### config.mk
export PLATFORM = sky130hd
export DESIGN_NAME = mac_sighting_lru_table_flat
export DESIGN_NICKNAME = d
export VERILOG_FILES = /design/src/rtl/msl_pkg.sv /design/src/rtl/msl_chan_if.sv /design/src/rtl/msl_ctrl.sv /design/src/rtl/msl_dpath.sv /design/src/rtl/mac_sighting_lru_table.sv /design/src/flat_wrapper.sv
export SDC_FILE = /design/constraint.sdc
export NUM_CORES = 2
export LEC_CHECK = 0
export BUFFER_PORTS_ARGS = -buffer_cell sky130_fd_sc_hd__buf_4
export CORE_MARGIN = 1.5
export CORE_UTILIZATION = 55
export CTS_BUF_LIST = sky130_fd_sc_hd__clkbuf_8
export DETAILED_ROUTE_END_ITERATION = 6
export GPL_TIMING_DRIVEN = 0
export PLACE_DENSITY = 0.77
export SLEW_MARGIN = 20
export SYNTH_ARGS = -nofsm -noshare
export SYNTH_HDL_FRONTEND = slang
export SYNTH_SLANG_ARGS = --single-unit
export TNS_END_PERCENT = 1
### constraint.sdc
create_clock -name clock -period 21.4 [get_ports clock]
set_input_delay 5.35 -clock clock [delete_from_list [all_inputs] [get_ports clock]]
set_output_delay 5.35 -clock clock [all_outputs]
set_load 0.02 [all_outputs]
### src/rtl/msl_pkg.sv
`timescale 1ns / 1ps
`default_nettype none
// -----------------------------------------------------------------------------
// msl_pkg: shared types and constants of the station sighting table
// Word layouts of the request and response channels, field widths and the
// command and status groups between controller and datapath.
// -----------------------------------------------------------------------------
package msl_pkg;

   // field widths
   localparam int ADDR_W = 48;
   localparam int DBM_W  = 8;
   localparam int FREQ_W = 13;
   localparam int TIME_W = 32;
   localparam int CHAN_W = 10;
   localparam int AGE_W  = 31;

   // default number of table entries
   localparam int DEFAULT_TABLE_DEPTH = 16;

   // request word: one sighting
   typedef struct packed {
      logic [ADDR_W-1:0]        station_addr;
      logic signed [DBM_W-1:0]  signal_dbm;
      logic [FREQ_W-1:0]        freq_mhz;
      logic [TIME_W-1:0]        now_sec;
   } req_word_type;

   // response word: one table entry of the dump
   typedef struct packed {
      logic [ADDR_W-1:0]        entry_addr;
      logic signed [DBM_W-1:0]  entry_dbm;
      logic [TIME_W-1:0]        entry_time;
      logic [CHAN_W-1:0]        entry_channel;
      logic                     last_entry;
   } rsp_word_type;

   // controller to datapath
   typedef struct packed {
      logic load_req;     // capture the accepted sighting
      logic scan_start;   // rewind the rank scan
      logic search_en;    // scan looks for the station
      logic merge_en;     // scan copies the table into the other bank in new order
      logic dump_en;      // scan emits the table
      logic commit;       // swap banks and take the aged count
   } dp_cmd_type;

   // datapath to controller
   typedef struct packed {
      logic drained;      // every rank read and consumed
      logic placed;       // touched entry written into the new order
      logic keep_zero;    // table empty after ageing
   } dp_status_type;

endpackage
`default_nettype wire

### src/rtl/msl_chan_if.sv
`timescale 1ns / 1ps
`default_nettype none
// -----------------------------------------------------------------------------
// msl_chan_if: valid/ready channel
// Carries one word of the given payload type per handshake.
// -----------------------------------------------------------------------------
interface msl_chan_if #(
   parameter type payload_type = logic
);
   logic        valid;
   logic        ready;
   payload_type data;

   modport source (output valid, output data, input ready);
   modport sink   (input valid, input data, output ready);
endinterface
`default_nettype wire

### src/rtl/msl_ctrl.sv
`timescale 1ns / 1ps
`default_nettype none
// -----------------------------------------------------------------------------
// msl_ctrl: phase sequencer of the sighting table
// Steps each sighting through search, reorder and dump, driving the datapath
// by commands and following its status.
// -----------------------------------------------------------------------------
module msl_ctrl (
   input  wire logic                   clock,
   input  wire logic                   reset,
   input  wire logic                   req_valid,
   output logic                        req_ready,
   input  msl_pkg::dp_status_type      status,
   output msl_pkg::dp_cmd_type         cmd
);
   import msl_pkg::*;

   localparam logic [1:0] ST_IDLE   = 2'd0;
   localparam logic [1:0] ST_SEARCH = 2'd1;
   localparam logic [1:0] ST_MERGE  = 2'd2;
   localparam logic [1:0] ST_DUMP   = 2'd3;

   logic [1:0] state_ff;
   logic [1:0] state_in;

   // next state and commands
   always_comb begin
      state_in  = state_ff;
      cmd       = '0;
      req_ready = 1'b0;
      unique case (state_ff)
         ST_IDLE: begin
            req_ready = 1'b1;
            if (req_valid) begin
               cmd.load_req   = 1'b1;
               cmd.scan_start = 1'b1;
               state_in       = ST_SEARCH;
            end
         end
         ST_SEARCH: begin
            cmd.search_en = 1'b1;
            if (status.drained) begin
               cmd.scan_start = 1'b1;
               state_in       = ST_MERGE;
            end
         end
         ST_MERGE: begin
            cmd.merge_en = 1'b1;
            if (status.drained && status.placed) begin
               cmd.commit     = 1'b1;
               cmd.scan_start = 1'b1;
               state_in       = status.keep_zero ? ST_IDLE : ST_DUMP;
            end
         end
         ST_DUMP: begin
            cmd.dump_en = 1'b1;
            if (status.drained) begin
               state_in = ST_IDLE;
            end
         end
         default: begin
            state_in = ST_IDLE;
         end
      endcase
   end

   // state register
   always_ff @(posedge clock) begin
      if (reset) begin
         state_ff <= ST_IDLE;
      end else begin
         state_ff <= state_in;
      end
   end

endmodule
`default_nettype wire

### src/rtl/msl_dpath.sv
`timescale 1ns / 1ps
`default_nettype none
// -----------------------------------------------------------------------------
// msl_dpath: table storage and scan datapath
// Two banks of entries in one memory, kept newest first. A rank scan reads
// one entry a cycle unless stalled, to search, to copy into the other bank in new
// order with the touched entry inserted, and to dump via the output register.
// -----------------------------------------------------------------------------
module msl_dpath #(
   parameter int TABLE_DEPTH = msl_pkg::DEFAULT_TABLE_DEPTH
) (
   input  wire logic                        clock,
   input  wire logic                        reset,
   input  msl_pkg::dp_cmd_type              cmd,
   output msl_pkg::dp_status_type           status,
   input  msl_pkg::req_word_type            req_data,
   input  wire logic                        csr_valid,
   input  wire logic [msl_pkg::AGE_W-1:0]   csr_data,
   output logic                             rsp_valid,
   input  wire logic                        rsp_ready,
   output msl_pkg::rsp_word_type            rsp_data
);
   import msl_pkg::*;

   localparam int IDX_W    = (TABLE_DEPTH > 1) ? $clog2(TABLE_DEPTH) : 1;
   localparam int CNT_W    = $clog2(TABLE_DEPTH + 1);
   localparam int MEM_SIZE = 1 << (IDX_W + 1);

   // channel rule constants, division by 5 done by reciprocal
   localparam logic [FREQ_W-1:0] FREQ_BASE    = 13'd2412;
   localparam logic [FREQ_W-1:0] FREQ_SPECIAL = 13'd2484;
   localparam logic [CHAN_W-1:0] CHAN_SPECIAL = 10'd14;
   localparam logic [CHAN_W-1:0] CHAN_MAX     = 10'd943;
   localparam int RECIP_W     = 16;
   localparam int RECIP_SHIFT = 18;
   localparam logic [RECIP_W-1:0] RECIP_5 = 16'd52429;
   localparam int PROD_W = FREQ_W + RECIP_W;
   localparam int QUO_W  = PROD_W - RECIP_SHIFT;

   localparam logic [AGE_W-1:0] AGE_LIMIT_RESET = 31'd60;

   typedef struct packed {
      logic [ADDR_W-1:0]        addr;
      logic signed [DBM_W-1:0]  dbm;
      logic [CHAN_W-1:0]        channel;
      logic [TIME_W-1:0]        stamp;
   } entry_type;

   function automatic logic [CHAN_W-1:0] chan_of(input logic [FREQ_W-1:0] f);
      logic [FREQ_W-1:0] d;
      logic [PROD_W-1:0] prod;
      logic [QUO_W-1:0]  c;
      d    = f - FREQ_BASE;
      prod = PROD_W'(d) * PROD_W'(RECIP_5);
      c    = prod[PROD_W-1:RECIP_SHIFT] + QUO_W'(1);
      if (f == FREQ_SPECIAL) begin
         chan_of = CHAN_SPECIAL;
      end else if (f < FREQ_BASE) begin
         chan_of = CHAN_W'(1);
      end else if (c > QUO_W'(CHAN_MAX)) begin
         chan_of = CHAN_MAX;
      end else begin
         chan_of = CHAN_W'(c);
      end
   endfunction

   // table memory, bank select is the top address bit
   entry_type mem [0:MEM_SIZE-1];

   // configuration and table control
   logic [AGE_W-1:0]  age_limit_ff, age_limit_in;
   logic              bank_ff, bank_in;
   logic [CNT_W-1:0]  count_ff, count_in;

   // captured sighting
   req_word_type      req_ff, req_in;
   logic [CHAN_W-1:0] chan_ff, chan_in;

   // rank scan
   logic [CNT_W-1:0]  iss_ff, iss_in;
   logic              rvld_ff, rvld_in;
   logic [IDX_W-1:0]  rtag_ff, rtag_in;
   entry_type         rdata_ff;

   // search result
   logic              hit_ff, hit_in;
   logic [IDX_W-1:0]  pos_ff, pos_in;
   entry_type         old_ff, old_in;

   // reorder
   logic              placed_ff, placed_in;
   logic [IDX_W-1:0]  wr_ff, wr_in;
   logic [CNT_W-1:0]  keep_ff, keep_in;

   // output register
   logic              out_valid_ff, out_valid_in;
   rsp_word_type      out_ff, out_in;

   logic              scan_on, issue_ok, sink_ok, adv, consume;
   logic              upd, skip_en, is_skip, insert_now, tail_now, wr_en, keep_ok;
   logic [IDX_W-1:0]  skip_pos;
   entry_type         touched, wr_entry;

   // touched entry: signal and channel replaced on a miss, on an equal or
   // stronger sighting in the same second or on a later one of a known station
   always_comb begin
      upd = !hit_ff
         || ($signed(req_ff.signal_dbm) >= $signed(old_ff.dbm) && old_ff.stamp == req_ff.now_sec)
         || (req_ff.now_sec > old_ff.stamp);
      touched.addr    = req_ff.station_addr;
      touched.dbm     = upd ? req_ff.signal_dbm : old_ff.dbm;
      touched.channel = upd ? chan_ff : old_ff.channel;
      touched.stamp   = req_ff.now_sec;
   end

   // scan flow control
   always_comb begin
      scan_on    = cmd.search_en | cmd.merge_en | cmd.dump_en;
      issue_ok   = scan_on && (iss_ff < count_ff);
      skip_en    = hit_ff || (count_ff == CNT_W'(TABLE_DEPTH));
      skip_pos   = hit_ff ? pos_ff : IDX_W'(TABLE_DEPTH - 1);
      is_skip    = skip_en && (rtag_ff == skip_pos);
      insert_now = cmd.merge_en && rvld_ff && !placed_ff && !is_skip
                   && (rdata_ff.stamp <= req_ff.now_sec);
      if (cmd.dump_en) begin
         sink_ok = !out_valid_ff || rsp_ready;
      end else if (cmd.merge_en) begin
         sink_ok = !insert_now;
      end else begin
         sink_ok = 1'b1;
      end
      adv     = !rvld_ff || sink_ok;
      consume = rvld_ff && sink_ok;
      status.drained   = (iss_ff >= count_ff) && !rvld_ff;
      status.placed    = placed_ff;
      status.keep_zero = (keep_ff == '0);
   end

   // write into the other bank in new order, touched entry ahead of the
   // first entry not newer than it, or at the end
   always_comb begin
      tail_now = cmd.merge_en && status.drained && !placed_ff;
      wr_en    = insert_now || tail_now || (cmd.merge_en && consume && !is_skip);
      wr_entry = (insert_now || tail_now) ? touched : rdata_ff;
      // tail entries past the age limit are dropped; a future stamp has age zero
      keep_ok  = (req_ff.now_sec < wr_entry.stamp)
              || ((req_ff.now_sec - wr_entry.stamp) <= {1'b0, age_limit_ff});
   end

   // next values
   always_comb begin
      age_limit_in = csr_valid ? csr_data : age_limit_ff;
      bank_in      = cmd.commit ? !bank_ff : bank_ff;
      count_in     = cmd.commit ? keep_ff : count_ff;
      req_in       = cmd.load_req ? req_data : req_ff;
      chan_in      = chan_of(req_ff.freq_mhz);

      iss_in  = iss_ff;
      rvld_in = rvld_ff;
      rtag_in = rtag_ff;
      if (cmd.scan_start) begin
         iss_in  = '0;
         rvld_in = 1'b0;
      end else if (adv) begin
         rvld_in = issue_ok;
         rtag_in = iss_ff[IDX_W-1:0];
         iss_in  = iss_ff + CNT_W'(issue_ok);
      end

      hit_in = hit_ff;
      pos_in = pos_ff;
      old_in = old_ff;
      if (cmd.load_req) begin
         hit_in = 1'b0;
      end else if (cmd.search_en && consume && !hit_ff
                   && rdata_ff.addr == req_ff.station_addr) begin
         hit_in = 1'b1;
         pos_in = rtag_ff;
         old_in = rdata_ff;
      end

      placed_in = placed_ff;
      wr_in     = wr_ff;
      keep_in   = keep_ff;
      if (cmd.load_req) begin
         placed_in = 1'b0;
         wr_in     = '0;
         keep_in   = '0;
      end else if (wr_en) begin
         wr_in = wr_ff + IDX_W'(1);
         if (insert_now || tail_now) begin
            placed_in = 1'b1;
         end
         if (keep_ok) begin
            keep_in = CNT_W'(wr_ff) + CNT_W'(1);
         end
      end

      out_valid_in = out_valid_ff;
      out_in       = out_ff;
      if (cmd.dump_en && consume) begin
         out_valid_in         = 1'b1;
         out_in.entry_addr    = rdata_ff.addr;
         out_in.entry_dbm     = rdata_ff.dbm;
         out_in.entry_time    = rdata_ff.stamp;
         out_in.entry_channel = rdata_ff.channel;
         out_in.last_entry    = (CNT_W'(rtag_ff) + CNT_W'(1)) == count_ff;
      end else if (rsp_ready) begin
         out_valid_in = 1'b0;
      end
   end

   // control registers
   always_ff @(posedge clock) begin
      if (reset) begin
         age_limit_ff <= AGE_LIMIT_RESET;
         bank_ff      <= 1'b0;
         count_ff     <= '0;
         iss_ff       <= '0;
         rvld_ff      <= 1'b0;
         hit_ff       <= 1'b0;
         placed_ff    <= 1'b0;
         wr_ff        <= '0;
         keep_ff      <= '0;
         out_valid_ff <= 1'b0;
      end else begin
         age_limit_ff <= age_limit_in;
         bank_ff      <= bank_in;
         count_ff     <= count_in;
         iss_ff       <= iss_in;
         rvld_ff      <= rvld_in;
         hit_ff       <= hit_in;
         placed_ff    <= placed_in;
         wr_ff        <= wr_in;
         keep_ff      <= keep_in;
         out_valid_ff <= out_valid_in;
      end
   end

   // payload registers
   always_ff @(posedge clock) begin
      req_ff  <= req_in;
      chan_ff <= chan_in;
      rtag_ff <= rtag_in;
      pos_ff  <= pos_in;
      old_ff  <= old_in;
      out_ff  <= out_in;
   end

   // memory: one write to the spare bank, one registered read of the live bank
   always_ff @(posedge clock) begin
      if (wr_en) begin
         mem[{!bank_ff, wr_ff}] <= wr_entry;
      end
      if (adv && issue_ok && !cmd.scan_start) begin
         rdata_ff <= mem[{bank_ff, iss_ff[IDX_W-1:0]}];
      end
   end

   assign rsp_valid = out_valid_ff;
   assign rsp_data  = out_ff;

endmodule
`default_nettype wire

### src/rtl/mac_sighting_lru_table.sv
`timescale 1ns / 1ps
`default_nettype none
// -----------------------------------------------------------------------------
// mac_sighting_lru_table: table of recently sighted stations
// Keeps up to TABLE_DEPTH stations newest first, updates or adds the sighted
// one, drops stale tail entries and dumps the whole table per sighting.
//
//   channel    dir  word                       handshake
//   req_chan   in   station, dbm, freq, time   valid/ready
//   rsp_chan   out  one entry, last flag       valid/ready
//   csr_chan   in   age limit in seconds       valid/ready, always ready
//
// A sighting is accepted and searched for in a rank-by-rank pass; the table
// is then copied into the spare bank with the touched entry written in and,
// unless it has aged out empty, dumped in a pass of one word a cycle. The
// passes run one after another on the single read port of the table memory,
// and the next sighting is accepted only once the last pass is through.
// Stalls on rsp_chan hold the dump pass.
// Reset leaves an empty table and an age limit of 60 seconds; no clearing pass.
// -----------------------------------------------------------------------------
module mac_sighting_lru_table #(
   parameter int TABLE_DEPTH = msl_pkg::DEFAULT_TABLE_DEPTH
) (
   input  wire logic   clock,
   input  wire logic   reset,
   msl_chan_if.sink    req_chan,
   msl_chan_if.source  rsp_chan,
   msl_chan_if.sink    csr_chan
);
   import msl_pkg::*;

   dp_cmd_type    cmd;
   dp_status_type status;
   logic          req_ready;
   logic          rsp_valid;
   rsp_word_type  rsp_data;

   // sequencer
   msl_ctrl u_ctrl (
      .clock     (clock),
      .reset     (reset),
      .req_valid (req_chan.valid),
      .req_ready (req_ready),
      .status    (status),
      .cmd       (cmd)
   );

   // storage and scan
   msl_dpath #(
      .TABLE_DEPTH (TABLE_DEPTH)
   ) u_dpath (
      .clock     (clock),
      .reset     (reset),
      .cmd       (cmd),
      .status    (status),
      .req_data  (req_chan.data),
      .csr_valid (csr_chan.valid),
      .csr_data  (csr_chan.data),
      .rsp_valid (rsp_valid),
      .rsp_ready (rsp_chan.ready),
      .rsp_data  (rsp_data)
   );

   // channel hookup
   assign req_chan.ready = req_ready;
   assign csr_chan.ready = 1'b1;
   assign rsp_chan.valid = rsp_valid;
   assign rsp_chan.data  = rsp_data;

   // banks swap only once the touched entry is in the new order
   a_commit_placed: assert property (@(posedge clock) disable iff (reset)
      cmd.commit |-> status.placed)
      else $error("bank swap before the touched entry was written");

   // every new sighting starts with the touched entry still to be placed
   a_load_clears: assert property (@(posedge clock) disable iff (reset)
      cmd.load_req |=> !status.placed)
      else $error("touched entry marked placed at start of a sighting");

   // a result word appears only out of the dump pass
   a_rsp_from_dump: assert property (@(posedge clock) disable iff (reset)
      $rose(rsp_chan.valid) |-> $past(cmd.dump_en))
      else $error("result word offered outside the dump pass");

endmodule
`default_nettype wire

### src/flat_wrapper.sv
// flat-port wrapper written by rule: the top's interface ports become plain ports
module mac_sighting_lru_table_flat import msl_pkg::*;
#(
   parameter int TABLE_DEPTH = msl_pkg::DEFAULT_TABLE_DEPTH
)
  (clock, reset, req_chan_valid, req_chan_data, req_chan_ready, rsp_chan_valid, rsp_chan_data, rsp_chan_ready, csr_chan_valid, csr_chan_data, csr_chan_ready);
  msl_chan_if #(.payload_type(req_word_type)) req_chan_i ();
  msl_chan_if #(.payload_type(rsp_word_type)) rsp_chan_i ();
  msl_chan_if #(.payload_type(logic [AGE_W-1:0])) csr_chan_i ();
  input  wire logic clock;
  input  wire logic reset;
  input wire logic [$bits(req_chan_i.valid)-1:0] req_chan_valid;
  input wire logic [$bits(req_chan_i.data)-1:0] req_chan_data;
  output wire logic [$bits(req_chan_i.ready)-1:0] req_chan_ready;
  output wire logic [$bits(rsp_chan_i.valid)-1:0] rsp_chan_valid;
  output wire logic [$bits(rsp_chan_i.data)-1:0] rsp_chan_data;
  input wire logic [$bits(rsp_chan_i.ready)-1:0] rsp_chan_ready;
  input wire logic [$bits(csr_chan_i.valid)-1:0] csr_chan_valid;
  input wire logic [$bits(csr_chan_i.data)-1:0] csr_chan_data;
  output wire logic [$bits(csr_chan_i.ready)-1:0] csr_chan_ready;
  assign req_chan_i.valid = req_chan_valid;
  assign req_chan_i.data = req_chan_data;
  assign req_chan_ready = req_chan_i.ready;
  assign rsp_chan_valid = rsp_chan_i.valid;
  assign rsp_chan_data = rsp_chan_i.data;
  assign rsp_chan_i.ready = rsp_chan_ready;
  assign csr_chan_i.valid = csr_chan_valid;
  assign csr_chan_i.data = csr_chan_data;
  assign csr_chan_ready = csr_chan_i.ready;
  mac_sighting_lru_table #(.TABLE_DEPTH(TABLE_DEPTH)) u_core (.clock(clock), .reset(reset), .req_chan(req_chan_i), .rsp_chan(rsp_chan_i), .csr_chan(csr_chan_i));
endmodule
Word-level counts from Yosys, hierarchy flattened
Memory sizes are Yosys's and may differ from the RTL's. A register that Yosys moved wholly into a read port is not among the register bits. Cells that the tools add are included. Widths: inputs -> output; s select.

Memory bits (writable): 3136. Bits of input ports: 137. Output and inout bits: 102. Memories kept: 1. Register bits after elaboration: 325. Word-level logic and storage cells: 139.

Equality and inequality tests: 13. $lt $le $gt $ge: 9. Reductions and logical operators: 48. Multiply operators: 1. Bitwise logic cells: 4. Mux-type cells: 28. Add/subtract/negate cells: 7.

Memory list: u_core.u_dpath.mem (words 32, bits a word 98, read ports 1, clocked after memory_dff 1, wr ports 1, RTL line msl_dpath.sv:68) `entry_type mem [0:MEM_SIZE-1];`.

Operators by type and width (number): $mux 98 (1); $eq 48x48->1 (1); $eq 32x32->1 (1); $gt 32x32->1 (1); $le 32x31->1 (1); $le 32x32->1 (1); $lt 32x32->1 (1); $sub 32x32->32 (1); $mul 13x16->29 const B (1); $logic_and 1x1->1 (20); $mux 10 (2); $mux 1 (14); $eq 13x12->1 const B (1); $lt 13x12->1 const B (1); $sub 13x12->13 const B (1); $mux 2 (6); $add 11x1->11 const B (1); $gt 11x10->1 const B (1); $add 4x1->5 const B (2); $ge 8x8->1 (1); $logic_not 1->1 (8); $logic_or 1x1->1 (8); $mux 4 (2); $mux 8 (1); other kinds (21) (32).

Depth between registers and ports, before layout
Word-level depth: 15. Depth in mapped cells: 41. Mapped depth without buffers: 35.

Cells and area by module
A second synthesis with hierarchy kept.

Cell total of the unflattened synthesis: 6449. Area, all modules: 141959.9 um^2.

By module, submodules not included: msl_dpath (cells each 6427, times used 1, sequential area each 106161.8 um^2, area an instance 141804.8 um^2); msl_ctrl (cells each 20, times used 1, sequential area each 40.0 um^2, area an instance 143.9 um^2); mac_sighting_lru_table (cells each 2, times used 1, sequential area each 0.0 um^2, area an instance 11.3 um^2).

Least setup slack after synthesis
Ideal clock, no wire load.

Path kind: input port to flip-flop. From: in req_chan_valid. To: reg, netlist name u_core.u_dpath.rdata_ff[0]. Slack: 3.662 ns. Setup time: 0.795 ns. Stages on the path: 3. Data required time: 20.605 ns. Buffers on the path: 1. Arrival time: 16.943 ns. Path through: and2_1 -> clkbuf_1 -> nor4_1.

Word-level cells in the longest chain between the ends: 4.

Ends and longest elaborated chain: start, declared (RTL line flat_wrapper.sv:12) `input wire logic [$bits(req_chan_i.valid)-1:0] req_chan_valid;`; $mux 2 (RTL line msl_ctrl.sv:34) `if (req_valid) begin`; $pmux 1 s3 (RTL line msl_ctrl.sv:31) `unique case (state_ff)`; $logic_not 1->1 (RTL line msl_dpath.sv:255) `if (adv && issue_ok && !cmd.scan_start) begin`; $logic_and 1x1->1 (RTL line msl_dpath.sv:255).

No other way between the ends. A chain may end at the register's enable or synchronous reset.

Final worst setup path
From: reg u_core.u_dpath.iss_ff[0]. To: reg u_core.u_dpath.keep_ff[0].

Word-level cells in the longest chain between the ends: 10. Elaborated cells between the ends (all ways): 12. Those cells by class: add/sub (1); order compare (3); mux (1); reduce/logical (7).

Ends and longest elaborated chain: start, declared (RTL line msl_dpath.sv:80) `logic [CNT_W-1:0] iss_ff, iss_in;`; start signal, assigned (RTL line msl_dpath.sv:230) `iss_ff <= iss_in;`; $ge 5x5->1 * (RTL line msl_dpath.sv:134) `status.drained = (iss_ff >= count_ff) && !rvld_ff;`; $logic_and 1x1->1 * (RTL line msl_dpath.sv:134); $logic_and 1x1->1 * (2 in a row) (RTL line msl_dpath.sv:142) `tail_now = cmd.merge_en && status.drained && !placed_ff;`; $logic_or 1x1->1 * (RTL line msl_dpath.sv:143, msl_dpath.sv:144); $mux 98 (RTL line msl_dpath.sv:144) `wr_entry = (insert_now || tail_now) ? touched : rdata_ff;`; $sub 32x32->32 (RTL line msl_dpath.sv:147) `|| ((req_ff.now_sec - wr_entry.stamp) <= {1'b0, age_limit_ff});`; $le 32x31->1 (RTL line msl_dpath.sv:147); $logic_or 1x1->1 (RTL line msl_dpath.sv:147); $reduce_and 2->1 (no line) *; end signal, assigned (RTL line msl_dpath.sv:235) `keep_ff <= keep_in;`; end, declared (RTL line msl_dpath.sv:93) `logic [CNT_W-1:0] keep_ff, keep_in;`.

Every way passes the cells marked *; elsewhere a longest branch is shown, timed or not.

==> impl_metrics.toml <==
[power]
p_seq_share_pct = 50.3
p_leak_nw = 53.2
peakVddDrop_mv = 0.300
p_comb_share_pct = 15.2
p_sw_mw = 4.15
p_int_mw = 11.2
power_switching_share_pct = 27.0
pwr-share-clk_pct = 34.5
p_per_area_mw_per_mm2 = 93.5

[worst_setup_path]
r2r_start = "u_core.u_dpath.iss_ff[0]"
required_ns = 22.29
startpoint = "u_core.u_dpath.iss_ff[0]"
end_kind = "flip-flop"
r2r-end = "u_core.u_dpath.keep_ff[0]"
cp_data_arrival_time_ns = 11.49
worst-r2r-setup-slack_ns = 10.80
ff2ff_path_depth = 37
cp_max_fo = 10
critical_path.max_stage_delay_ns = 0.73
crit_cells = 37
cp_top_family = "buffers and inverters"
worst-setup-path-type = "reg2reg"
start_kind = "flip-flop"
critPathBufInv = 9
crit_slowest_cell = "clkbuf_1"
critPathCapture = "u_core.u_dpath.keep_ff[0]"

[clock_tree]
cts.repair.resized = 0
clk_path_buf_depth = 4
htree_num_levels = 6
cts.clk_slew.worst_paths_ns = 0.06
cts_root_buf = "clkbuf_8"
clkLatencyLatePin_ns = 1.09
cts_tree = "yes"
numCtsBuffers = 561
cts_hold_buf = 0
clock-sinks = 3559
post_cts_buffers = 0

[global_route]
antenna_found_initial = 22
grt_first_pass_wirelength_mm = 528
grt_max_degree = 47
grt_usage_pct = 28.5
grt_pass1_vias = 75400
gr-total-overflow = 0

[sta]
tightest_slew_ns = 1.23
drv_slew = 0
fmax_ghz = 0.0943
hold_violations = 0
setup_viol = 0
worst_slack_ns = 10.80
rsz0062_at_grt = "no"
slew_headroom_pct = 17.8
fin_crit_sh_pct = 49.5
fin_skew_ns = 0.148
fin_crit_ns = 10.60

[yosys]
synth_area_leaders = "edfxtp_1, mux4_2, ha_1"
yosysSeqAreaShare_pct = 74.9
yosysTopAreaCellShare_pct = 73.9
synth-edff-count = 3492
synth-seq-cells = 3559
netlist_instances = 6418
synth_ff_type = "edfxtp_1"
yosys.cell_types.count = 77
synthArstFlopShare_pct = 0
postSynthAreaPerCell_sq_um = 22.1
yosysWarnings = 0
syn_nets = 6835
syn_area_sq_mm = 0.142
yosysTopAreaCell = "edfxtp_1"

[die]
rows = 186
die_h_um = 511
ios = 239
die_area_sq_mm = 0.261
core_sq_mm = 0.257
die_w_um = 511
initial_core_util_pct = 55.3

[routing]
finalWirelength_mm = 374
ant_nets = 0
vias = 73400
drt_iter0_drc = 10300
vias_per_cell = 6.49
drc = 0
wire_per_inst_um = 33.0
drtPass1Iterations = 6

[finish]
fin_nets = 7917
final_core_util_pct = 64.0
fin_area_sq_mm = 0.164
drive_gt1_share_pct = 31.7
fillCellCount = 15900
syn_to_final_growth_pct = 15.9

[status]
status = "complete, no violations"

[place]
hpwl_mm = 250
dp_slack_ns = 10.97
port_buffers = 236
place.gp.congestion = 0.869
dpl_cell_area_sq_mm = 0.154

[flow_run]
maxCapViolCount = 0

[min_path]
hold_path_class = "reg2reg"
[per-layer routing]
layer / vias to the layer above / track usage (%) / part of all wire (%)
met5: - / 0 / 0.0080
met2: 5461 / 45.5 / 48
met4: 4 / 12.7 / 4.6
li1: 29000 / - / -
met1: 38000 / 37.6 / 35
met3: 905 / 6.90 / 12
[metrics by stage]
stage          setup TNS [ns]  power [mW]  hold WS (ns)  cells
6_report                    0        15.4         0.484  11300
5_1_grt                     0        16.0         0.499  11300
4_1_cts                     0        15.4         0.489  11300
3_5_place_dp                0        10.1         0.460  10300
3_3_place_gp         -1945.62        10.0         0.456  10000
2_1_floorplan               0        9.55         0.435   6418
[worst min path at each step]
stage	slack, ns	startpoint	depth (start not counted)	end
after floorplan	0.43	u_core.u_dpath.iss_ff[0]	0	u_core.u_dpath.rtag_ff[0]
after global placement	0.46	u_core.u_dpath.iss_ff[0]	0	u_core.u_dpath.rtag_ff[0]
after detailed placement	0.46	u_core.u_dpath.rdata_ff[47]	0	u_core.u_dpath.old_ff[47]
after CTS	0.49	u_core.u_dpath.rdata_ff[47]	0	u_core.u_dpath.old_ff[47]
after global routing	0.50	u_core.u_dpath.rdata_ff[32]	0	u_core.u_dpath.old_ff[32]
final	0.48	u_core.u_dpath.rdata_ff[47]	0	u_core.u_dpath.old_ff[47]
[cell type report]
type	count	area (sq um)	area share [%]
antenna	17	42.5	0.0259
buffer	271	1140	0.693
clock buffer	582	8010	4.87
clock inverter	398	2040	1.24
inverter	264	991	0.603
multi-input combinational	2324	34000	20.7
sequential	3559	106000	64.6
tap	3384	4230	2.58
timing repair buffer	519	7720	4.70
[cell families (layout without fill, tap and decap cells)]
kind of cell	after synthesis	count (layout)	synth area share [%]
AO/OA/AOI/OAI	316	316	1.48
XOR/XNOR	120	120	0.754
adder cells (fa/ha/maj)	280	280	2.73
buffers and inverters	535	2034	1.42
flip-flops	3559	3559	74.9
multiplexers	1218	1218	17.4
other	1	18	0.00264
AND/OR/NAND/NOR	389	389	1.36
[cell usage after synthesis, drive strengths merged (6+ instances only)]
cell type and instances:
edfxtp 3492, mux4 980, inv 264, ha 231, clkbuf 194, mux2 148, nor2 145, a21oi 91
mux2i 90, buf 77, nand2 72, xnor2 68, dfxtp 67, a21o 59, xor2 52, fa 49
o21ai 40, nand4 34, o21a 25, nand3 23, nor3 18, nor2b 17, a31oi 15, nor4 14
o211ai 14, and3 12, a211oi 9, o21bai 9, or3 9, and2 7, o31ai 7, a211o 6
and4 6, nand2b 6, or2 6
[registers in the layout (all words and copies together) (netlist names), 4 cells and up]
name	flops
u_core.u_dpath.rtag_ff	4
u_core.u_dpath.count_ff	5
u_core.u_dpath.pos_ff	4
u_core.u_dpath.rsp_data	99
u_core.u_dpath.old_ff	50
u_core.u_dpath.wr_ff	4
u_core.u_dpath.chan_ff	10
u_core.u_dpath.mem	3136
u_core.u_dpath.req_ff	101
u_core.u_dpath.rdata_ff	98
u_core.u_dpath.age_limit_ff	31
u_core.u_dpath.iss_ff	5
u_core.u_dpath.keep_ff	5
[power by group through the flow]
| stage | clock, mW | combinational, mW | sequential, mW |
|---|---|---|---|
| global route | 5.64 | 2.61 | 7.73 |
| global placement | 0 | 2.15 | 7.88 |
| CTS | 5.35 | 2.30 | 7.73 |
| finish | 5.30 | 2.34 | 7.73 |
| floorplan | 0 | 1.69 | 7.86 |
| detailed placement | 0 | 2.26 | 7.87 |
[layout by cell type (no fill, tap or decap), drive strengths merged, types with 12 or more instances in the layout]
master	n
xor2	52
clkinv	183
nor4	14
clkinvlp	14
and3	12
mux2i	90
nand4	34
nor2b	17
ha	231
o21ai	40
buf	585
nor2	145
mux4	980
a31oi	15
nand2	72
xnor2	68
nor3	18
diode	17
inv	456
mux2	148
fa	49
a21o	59
dfxtp	67
nand3	23
o21a	25
a21oi	91
edfxtp	3492
clkbuf	787
o211ai	14
No activity file was read; power rests on OpenSTA's default activity.
